### src/sv/stfw_pkg.sv
// Shared types and constants for the semaphore table with FIFO wait queues.
// Holds request modes, field widths, shared-unit opcodes and control structs.
// No dependencies.
package stfw_pkg;

  localparam int MODE_W = 2;
  localparam int PROC_W = 4;
  localparam int SEM_W  = 5;
  localparam int CNT_W  = 16;
  localparam int IDX_W  = 5;

  localparam logic [MODE_W-1:0] MODE_ALLOC  = 2'd0;
  localparam logic [MODE_W-1:0] MODE_WAIT   = 2'd1;
  localparam logic [MODE_W-1:0] MODE_SIGNAL = 2'd2;

  localparam logic [CNT_W-1:0] COUNT_MAX = 16'h7FFF;
  localparam logic [CNT_W-1:0] COUNT_MIN = 16'h8000;

  typedef logic [1:0] alu_op_t;
  localparam alu_op_t ALU_DEC_SAT  = 2'd0;
  localparam alu_op_t ALU_INC_SAT  = 2'd1;
  localparam alu_op_t ALU_INC_WRAP = 2'd2;

  typedef struct packed {
    alu_op_t          op;
    logic [CNT_W-1:0] operand;
    logic [CNT_W-1:0] limit;
  } alu_req_t;

  typedef struct packed {
    logic rd_en;
    logic cnt_we;
    logic meta_we;
    logic wst_we;
    logic wst_re;
  } tbl_ctrl_t;

endpackage

### src/sv/semaphore_table_fifo_wait.sv
// Semaphore table top level: request sequencer, result register and the
// instances of the shared unit and the storage. Depends on stfw_pkg,
// stfw_alu and stfw_table.
//
// A table of NUM_SEMS counting semaphores, each with a circular FIFO of up
// to NUM_PROCS waiting process ids. Allocate hands out the lowest free entry;
// since entries are never freed this is tracked by a fill count, and the
// table is full once NUM_SEMS entries are handed out (alloc_failed). Wait
// decrements the 16-bit saturating count and, if it went negative and the
// queue has room, queues proc_id and raises block_caller. Signal increments
// the count and, if a waiter is queued, dequeues the oldest one onto
// wake_proc with wake_valid. Unused modes and wait/signal on an out-of-range
// sem_id produce an all-zero result transaction. Every request yields
// exactly one result. Timing: one request at a time. A request runs read
// (registered memory read), count update, pointer update (wait/signal that
// touch the queue only) and result load, each its own sequencer state, and
// in_ready returns as the result register loads; no new request is taken
// before then. The pace is set by the read-modify-write of the semaphore
// entry through registered memory reads and the single inc/dec unit, used
// once for the count and once for the queue pointer. The result register
// holds a finished transaction while the next request is accepted; a new
// result waits in the sequencer only while the previous one has not been
// taken.
module semaphore_table_fifo_wait import stfw_pkg::*; #(
  parameter int NUM_SEMS  = 32,
  parameter int NUM_PROCS = 16
) (
  input  logic                    clk,
  input  logic                    rst_n,
  input  logic                    in_valid,
  output logic                    in_ready,
  input  logic [MODE_W-1:0]       in_mode,
  input  logic [PROC_W-1:0]       in_proc_id,
  input  logic [SEM_W-1:0]        in_sem_id,
  input  logic signed [CNT_W-1:0] in_init_value,
  output logic                    out_valid,
  input  logic                    out_ready,
  output logic [IDX_W-1:0]        out_alloc_index,
  output logic                    out_alloc_failed,
  output logic                    out_block_caller,
  output logic                    out_wake_valid,
  output logic [PROC_W-1:0]       out_wake_proc
);

  localparam int SEM_IW = $clog2(NUM_SEMS);
  localparam int PTR_W  = $clog2(NUM_PROCS);
  localparam int WC_W   = $clog2(NUM_PROCS + 1);
  localparam int AC_W   = $clog2(NUM_SEMS + 1);
  localparam int META_W = WC_W + 2 * PTR_W;

  localparam logic [2:0] S_IDLE = 3'd0;
  localparam logic [2:0] S_READ = 3'd1;
  localparam logic [2:0] S_CNT  = 3'd2;
  localparam logic [2:0] S_PTR  = 3'd3;
  localparam logic [2:0] S_DONE = 3'd4;

  logic [2:0]        state_r, state_nxt;
  logic [MODE_W-1:0] mode_r;
  logic [PROC_W-1:0] proc_r;
  logic [SEM_IW-1:0] sem_r;
  logic [CNT_W-1:0]  init_r;
  logic              sem_ok_r;
  logic [AC_W-1:0]   alloc_cnt_r;
  logic              enq_r, deq_r;
  logic              enq_nxt, deq_nxt;

  logic [IDX_W-1:0]  res_idx_r;
  logic              res_fail_r, res_block_r, res_wake_r;

  logic              out_valid_r;
  logic [IDX_W-1:0]  out_idx_r;
  logic              out_fail_r, out_block_r, out_wake_r;
  logic [PROC_W-1:0] out_proc_r;

  tbl_ctrl_t         ctrl;
  alu_req_t          alu_req;
  logic [CNT_W-1:0]  alu_res;
  logic [SEM_IW-1:0] cnt_waddr;
  logic [CNT_W-1:0]  cnt_wdata;
  logic [META_W-1:0] meta_wdata;
  logic [SEM_IW+PTR_W-1:0] wst_addr;
  logic [CNT_W-1:0]  cnt_rd;
  logic [META_W-1:0] meta_rd;
  logic [PROC_W-1:0] wst_rd;

  logic [WC_W-1:0]   m_wcnt, wcnt_new;
  logic [PTR_W-1:0]  m_head, m_tail, head_new, tail_new, ptr_adv;
  logic              in_acc, out_free, qop, alloc_ok;

  assign in_acc   = in_valid && in_ready;
  assign out_free = !out_valid_r || out_ready;
  assign in_ready = (state_r == S_IDLE);

  assign m_wcnt = meta_rd[META_W-1 -: WC_W];
  assign m_head = meta_rd[2*PTR_W-1 -: PTR_W];
  assign m_tail = meta_rd[PTR_W-1:0];

  assign ptr_adv  = PTR_W'(alu_res);
  assign alloc_ok = (alloc_cnt_r != AC_W'(NUM_SEMS));

  always_comb begin
    qop = 1'b0;
    if (mode_r inside {MODE_WAIT, MODE_SIGNAL}) begin
      qop = sem_ok_r;
    end
  end

  // shared unit: count update in S_CNT, pointer advance in S_PTR
  always_comb begin
    alu_req.limit = CNT_W'(NUM_PROCS - 1);
    if (state_r == S_PTR) begin
      alu_req.op      = ALU_INC_WRAP;
      alu_req.operand = CNT_W'(enq_r ? m_tail : m_head);
    end else begin
      alu_req.op      = (mode_r == MODE_WAIT) ? ALU_DEC_SAT : ALU_INC_SAT;
      alu_req.operand = cnt_rd;
    end
  end

  stfw_alu u_alu (
    .req (alu_req),
    .res (alu_res)
  );

  // queue decisions taken on the updated count
  assign enq_nxt = qop && (mode_r == MODE_WAIT) && alu_res[CNT_W-1]
                   && (m_wcnt != WC_W'(NUM_PROCS));
  assign deq_nxt = qop && (mode_r == MODE_SIGNAL) && (m_wcnt != '0);

  // new queue metadata for the pointer step
  always_comb begin
    if (enq_r) begin
      wcnt_new = m_wcnt + WC_W'(1);
      head_new = (m_wcnt == '0) ? '0 : m_head;
      tail_new = (m_wcnt == '0) ? '0 : ptr_adv;
    end else begin
      wcnt_new = m_wcnt - WC_W'(1);
      head_new = (wcnt_new != '0) ? ptr_adv : m_head;
      tail_new = m_tail;
    end
  end

  assign meta_wdata = {wcnt_new, head_new, tail_new};
  assign cnt_waddr  = (mode_r == MODE_ALLOC) ? SEM_IW'(alloc_cnt_r) : sem_r;
  assign cnt_wdata  = (mode_r == MODE_ALLOC) ? init_r : alu_res;
  assign wst_addr   = {sem_r, (state_r == S_PTR) ? tail_new : m_head};

  // sequencer
  always_comb begin
    state_nxt = state_r;
    ctrl      = '0;
    case (state_r)
      S_IDLE: begin
        if (in_acc) state_nxt = S_READ;
      end
      S_READ: begin
        ctrl.rd_en = qop;
        state_nxt  = S_CNT;
      end
      S_CNT: begin
        ctrl.cnt_we = qop || ((mode_r == MODE_ALLOC) && alloc_ok);
        ctrl.wst_re = deq_nxt;
        state_nxt   = (enq_nxt || deq_nxt) ? S_PTR : S_DONE;
      end
      S_PTR: begin
        ctrl.meta_we = 1'b1;
        ctrl.wst_we  = enq_r;
        state_nxt    = S_DONE;
      end
      S_DONE: begin
        if (out_free) state_nxt = S_IDLE;
      end
      default: state_nxt = S_IDLE;
    endcase
  end

  stfw_table #(
    .NUM_SEMS  (NUM_SEMS),
    .NUM_PROCS (NUM_PROCS)
  ) u_table (
    .clk        (clk),
    .rst_n      (rst_n),
    .ctrl       (ctrl),
    .sem_addr   (sem_r),
    .cnt_waddr  (cnt_waddr),
    .cnt_wdata  (cnt_wdata),
    .meta_wdata (meta_wdata),
    .wst_addr   (wst_addr),
    .wst_wdata  (proc_r),
    .cnt_rd     (cnt_rd),
    .meta_rd    (meta_rd),
    .wst_rd     (wst_rd)
  );

  // control state
  always_ff @(posedge clk) begin
    if (!rst_n) begin
      state_r     <= S_IDLE;
      alloc_cnt_r <= '0;
      out_valid_r <= 1'b0;
    end else begin
      state_r <= state_nxt;
      // advance the fill count on a successful allocate
      if (state_r == S_CNT && mode_r == MODE_ALLOC && alloc_ok) begin
        alloc_cnt_r <= alloc_cnt_r + AC_W'(1);
      end
      if (out_valid_r && out_ready) out_valid_r <= 1'b0;
      if (state_r == S_DONE && out_free) out_valid_r <= 1'b1;
    end
  end

  // request fields, working results and the output register
  always_ff @(posedge clk) begin
    if (in_acc) begin
      mode_r      <= in_mode;
      proc_r      <= in_proc_id;
      sem_r       <= SEM_IW'(in_sem_id);
      init_r      <= in_init_value;
      sem_ok_r    <= (32'(in_sem_id) < NUM_SEMS);
      res_idx_r   <= '0;
      res_fail_r  <= 1'b0;
      res_block_r <= 1'b0;
      res_wake_r  <= 1'b0;
    end
    if (state_r == S_CNT) begin
      enq_r <= enq_nxt;
      deq_r <= deq_nxt;
      if (mode_r == MODE_ALLOC) begin
        res_idx_r  <= alloc_ok ? IDX_W'(alloc_cnt_r) : '0;
        res_fail_r <= !alloc_ok;
      end
    end
    if (state_r == S_PTR) begin
      res_block_r <= enq_r;
      res_wake_r  <= deq_r;
    end
    // load the finished transaction once the output register is free
    if (state_r == S_DONE && out_free) begin
      out_idx_r   <= res_idx_r;
      out_fail_r  <= res_fail_r;
      out_block_r <= res_block_r;
      out_wake_r  <= res_wake_r;
      out_proc_r  <= res_wake_r ? wst_rd : '0;
    end
  end

  assign out_valid        = out_valid_r;
  assign out_alloc_index  = out_idx_r;
  assign out_alloc_failed = out_fail_r;
  assign out_block_caller = out_block_r;
  assign out_wake_valid   = out_wake_r;
  assign out_wake_proc    = out_proc_r;

endmodule

### src/sv/stfw_alu.sv
// Shared increment/decrement unit: saturating count update and wrapping
// queue pointer advance. Depends on stfw_pkg.
module stfw_alu import stfw_pkg::*; (
  input  alu_req_t         req,
  output logic [CNT_W-1:0] res
);

  logic [CNT_W-1:0] sum;

  // one adder: add all-ones to decrement, one to increment
  assign sum = req.operand + ((req.op == ALU_DEC_SAT) ? {CNT_W{1'b1}} : CNT_W'(1));

  always_comb begin
    case (req.op)
      ALU_DEC_SAT:  res = (req.operand == COUNT_MIN) ? req.operand : sum;
      ALU_INC_SAT:  res = (req.operand == COUNT_MAX) ? req.operand : sum;
      ALU_INC_WRAP: res = (req.operand >= req.limit) ? '0 : sum;
      default:      res = req.operand;
    endcase
  end

endmodule

### src/sv/stfw_table.sv
// Semaphore storage: count memory, queue metadata memory with per-entry
// valid bits, and the waiter store. Depends on stfw_pkg.
module stfw_table import stfw_pkg::*; #(
  parameter  int NUM_SEMS  = 32,
  parameter  int NUM_PROCS = 16,
  localparam int SEM_IW    = $clog2(NUM_SEMS),
  localparam int PTR_W     = $clog2(NUM_PROCS),
  localparam int WC_W      = $clog2(NUM_PROCS + 1),
  localparam int META_W    = WC_W + 2 * PTR_W
) (
  input  logic                    clk,
  input  logic                    rst_n,
  input  tbl_ctrl_t               ctrl,
  input  logic [SEM_IW-1:0]       sem_addr,
  input  logic [SEM_IW-1:0]       cnt_waddr,
  input  logic [CNT_W-1:0]        cnt_wdata,
  input  logic [META_W-1:0]       meta_wdata,
  input  logic [SEM_IW+PTR_W-1:0] wst_addr,
  input  logic [PROC_W-1:0]       wst_wdata,
  output logic [CNT_W-1:0]        cnt_rd,
  output logic [META_W-1:0]       meta_rd,
  output logic [PROC_W-1:0]       wst_rd
);

  localparam int WST_DEPTH = NUM_SEMS << PTR_W;

  logic [CNT_W-1:0]  cnt_mem  [NUM_SEMS];
  logic [META_W-1:0] meta_mem [NUM_SEMS];
  logic [PROC_W-1:0] wst_mem  [WST_DEPTH];

  logic [NUM_SEMS-1:0] meta_vld_r;
  logic                rd_vld_r;
  logic [CNT_W-1:0]    cnt_rd_r;
  logic [META_W-1:0]   meta_q_r;
  logic [PROC_W-1:0]   wst_rd_r;

  always_ff @(posedge clk) begin
    if (ctrl.cnt_we) begin
      cnt_mem[cnt_waddr] <= cnt_wdata;
    end
    if (ctrl.meta_we) begin
      meta_mem[sem_addr] <= meta_wdata;
    end
    if (ctrl.rd_en) begin
      cnt_rd_r <= cnt_mem[sem_addr];
      meta_q_r <= meta_mem[sem_addr];
    end
  end

  always_ff @(posedge clk) begin
    if (ctrl.wst_we) begin
      wst_mem[wst_addr] <= wst_wdata;
    end
    if (ctrl.wst_re) begin
      wst_rd_r <= wst_mem[wst_addr];
    end
  end

  // metadata never written reads as an empty queue
  always_ff @(posedge clk) begin
    if (!rst_n) begin
      meta_vld_r <= '0;
      rd_vld_r   <= 1'b0;
    end else begin
      if (ctrl.meta_we) begin
        meta_vld_r[sem_addr] <= 1'b1;
      end
      if (ctrl.rd_en) begin
        rd_vld_r <= meta_vld_r[sem_addr];
      end
    end
  end

  assign cnt_rd  = cnt_rd_r;
  assign meta_rd = rd_vld_r ? meta_q_r : '0;
  assign wst_rd  = wst_rd_r;

endmodule
### config.mk
export PLATFORM = sky130hd
export DESIGN_NAME = semaphore_table_fifo_wait
export DESIGN_NICKNAME = d
export VERILOG_FILES = /design/src/sv/stfw_pkg.sv /design/src/sv/semaphore_table_fifo_wait.sv /design/src/sv/stfw_alu.sv /design/src/sv/stfw_table.sv
export SDC_FILE = /design/constraint.sdc
export NUM_CORES = 2
export LEC_CHECK = 0
export ABC_AREA = 1
export BUFFER_PORTS_ARGS = -buffer_cell sky130_fd_sc_hd__buf_2
export CAP_MARGIN = 15
export CORE_AREA = 2 2 598 719
export DETAILED_ROUTE_END_ITERATION = 10
export DIE_AREA = 0 0 600 721
export HOLD_SLACK_MARGIN = 0.06
export PLACE_DENSITY_LB_ADDON = 0.12
export SKIP_LAST_GASP = 1
export SYNTH_ARGS = -nofsm -noshare
export SYNTH_HDL_FRONTEND = slang
export SYNTH_HIERARCHICAL = 1
export SYNTH_SLANG_ARGS = --single-unit
### constraint.sdc
create_clock -name clk -period 9.1 [get_ports clk]
set_input_delay 0.455 -clock clk [delete_from_list [all_inputs] [get_ports clk]]
set_output_delay 0.455 -clock clk [all_outputs]
set_load 0.01 [all_outputs]
==> flow_metrics.env <==
export IMPL_status="finished, final reports clean"
export IMPL_final_max_slew_viol_count=0
export IMPL_antenna_found_initial=8
export IMPL_place_inst=16800
export IMPL_synthCells=11400
export IMPL_nets=11500
export IMPL_p_leak_nw=53.6
export IMPL_place_hpwl_um=235000
export IMPL_cpPeakStageDelay_ps=650
export IMPL_cts_sinks=3101
export IMPL_layout_drive_gt1_share_pct=7.57
export IMPL_fin_tns_setup_ps=0
export IMPL_cts_max_level=5
export IMPL_dpl_worst_slack_ps=1470
export IMPL_cts_buffers=343
export IMPL_async_reset_ff_share_pct=0
export IMPL_drc=0
export IMPL_power_density_mw_per_mm2=234
export IMPL_cts_tree="built"
export IMPL_cts_clk_slew_worst_paths_ps=70
export IMPL_grt_first_pass_wirelength_um=586000
export IMPL_first_iter_violations=5910
export IMPL_dr_pass1_iters=6
export IMPL_hp_class="input port to register"
export IMPL_critPathRequiredTime_ps=9910
export IMPL_wirelength_um=404000
export IMPL_synthFlopType="edfxtp_1"
export IMPL_core_region_area_mm2=0.426
export IMPL_syn_avg_cell_area_um2=11.1
export IMPL_critical_path_startpoint_type="register"
export IMPL_setup_violations_final=0
export IMPL_antenna_left=0
export IMPL_synth_edf_count=3052
export IMPL_p_total_mw=34.2
export IMPL_layout_common_cells="nand2_1, edfxtp_1, nor2_1"
export IMPL_crit_path_end_kind="register"
export IMPL_tightest_slew_ps=1300
export IMPL_clkLatencyLatePin_ps=960
export IMPL_fin_skew_ps=49.9
export IMPL_cts_max_path_buffers=4
export IMPL_ioPinCount=45
export IMPL_path_max_fanout=63
export IMPL_cts_resized=0
export IMPL_crit_slowest_cell="inv_6"
export IMPL_netlist_area_mm2=0.127
export IMPL_worst_slack_ps=1500
export IMPL_first_global_vias=85700
export IMPL_die_y_um=721
export IMPL_placed_cell_area_mm2=0.135
export IMPL_grt_total_usage_pct=18.3
export IMPL_finalCritPeriodShare_pct=83.5
export IMPL_num_rows=263
export IMPL_ys_ff_latch=3101
export IMPL_io_buffers=44
export IMPL_crit_type="register to register"
export IMPL_grt_setup_unrepaired="no"
export IMPL_area_growth_pct=14.9
export IMPL_hold_viol=0
export IMPL_yosys_warnings=6
export IMPL_dieArea_mm2=0.433
export IMPL_start_util_pct=29.9
export IMPL_chipWidth_um=600
export IMPL_ys_types=44
export IMPL_grt_max_degree=154
export IMPL_vias=83000
export IMPL_detail_route_vias_per_cell=4.75
export IMPL_fmax_mhz=132
export IMPL_post_route_cell_area_mm2=0.146
export IMPL_drv_cap=0
export IMPL_yosysSeqAreaShare_pct=72.7
export IMPL_final_util_pct=34.4
export IMPL_whs_ps=219
export IMPL_arrival_ps=8410
export IMPL_wl_per_cell_um=23.2
export IMPL_crit_path_frequent_cell="nand2_1"
export IMPL_cts_root_buf="clkbuf_16"
export IMPL_gr_total_overflow=0
export IMPL_gp_congestion=0.831
export IMPL_period_needed_ps=7600
export IMPL_layout_commonest_cell="nand2_1"
export IMPL_vdd_drop_max_uv=166
export IMPL_fin_cells=17500
export IMPL_maxSlewHeadroom_pct=12.6
critical path: cells and delay by family (launching register included):
family | cells | cell delay (ps)
compound gates | 3 | 1140
buf+inv | 6 | 2220
flops | 1 | 320
simple gates | 23 | 3650
logic make-up after synthesis:
| family | after synthesis | synth area share [%] |
|---|---|---|
| and+or+nand+nor | 6685 | 20.3 |
| DFF | 3101 | 72.7 |
| buffers and inverters | 821 | 2.63 |
| AOI/OAI and AO/OA | 784 | 4.06 |
| adders and majority gates | 25 | 0.246 |
| xor gates and xnor gates | 14 | 0.0962 |
| other | 2 | 0.00589 |
synth_stat cells, types with 43 or more instances:
cell type / n / area, um^2
clkbuf_1: 364 / 1370
nor2_1: 1043 / 3920
buf_2: 154 / 771
a21oi_1: 236 / 1180
edfxtp_1: 3052 / 91600
nand2_1: 5239 / 19700
inv_1: 192 / 721
a22oi_1: 479 / 3600
nor4_1: 43 / 269
dfxtp_1: 49 / 981
buf_1: 80 / 300
nand3_1: 249 / 1250
o21ai_0: 48 / 240
where the power goes:
part	switching (mW)	leakage, nW	internal, mW
Combinational	3.06	20.2	0.875
Clock	5.88	5.42	8.06
Sequential	0.0363	27.9	16.3
Total	8.98	53.6	25.3
routing by layer:
layer  up-vias  GRT usage [%]  part of all wire (%)
met2      1785           33.1                    51
li1      38900              -                     -
met1     41800           23.1                    42
met5         -              0                0.0074
met4         4           5.10                   2.8
met3       488           1.98                   3.7
timing repair:
item	4_1_cts	5_1_grt
endpoints found under the setup margin	0	0
hold buffers	32	0
hold endpoints to repair	40	0
setup buffers	0	0
worst paths after layout:
kind                                        to                     from  depth (start not counted)  slack (ps)
setup / recovery   u_table/wst_rd[2]$_DFFE_PP_  state_r[2]$_SDFFE_PN0P_                         32        1500
hold / removal             proc_r[1]$_DFFE_PP_            in_proc_id[1]                          2         220
hold reg to reg   out_alloc_index[1]$_DFFE_PP_     res_idx_r[1]$_DFF_P_                          0         440
setup reg to reg   u_table/wst_rd[2]$_DFFE_PP_  state_r[2]$_SDFFE_PN0P_                         32        1500
state kept, by name (all words and copies together), names as in the netlist, 2 cells and up:
register / count
res_idx_r: 5
u_table/meta_q_r: 13
out_wake_proc: 4
proc_r: 4
init_r: 16
u_table/cnt_rd: 16
alloc_cnt_r: 6
sem_r: 5
state_r: 3
out_alloc_index: 5
u_table/cnt_mem: 512
u_table/meta_vld_r: 32
u_table/meta_mem: 416
u_table/wst_mem: 2048
u_table/wst_rd: 4
mode_r: 2
final cells by class:
cell class,count,area (um^2)
timing repair buffer,299,2760
clock buffer,425,8980
sequential,3101,92600
multi-input combinational,7524,31800
clock inverter,190,2220
tap,5697,7130
antenna,5,12.5
fill,42600,280000
inverter,211,843
Note: power is estimated with default switching activity, not from simulation.
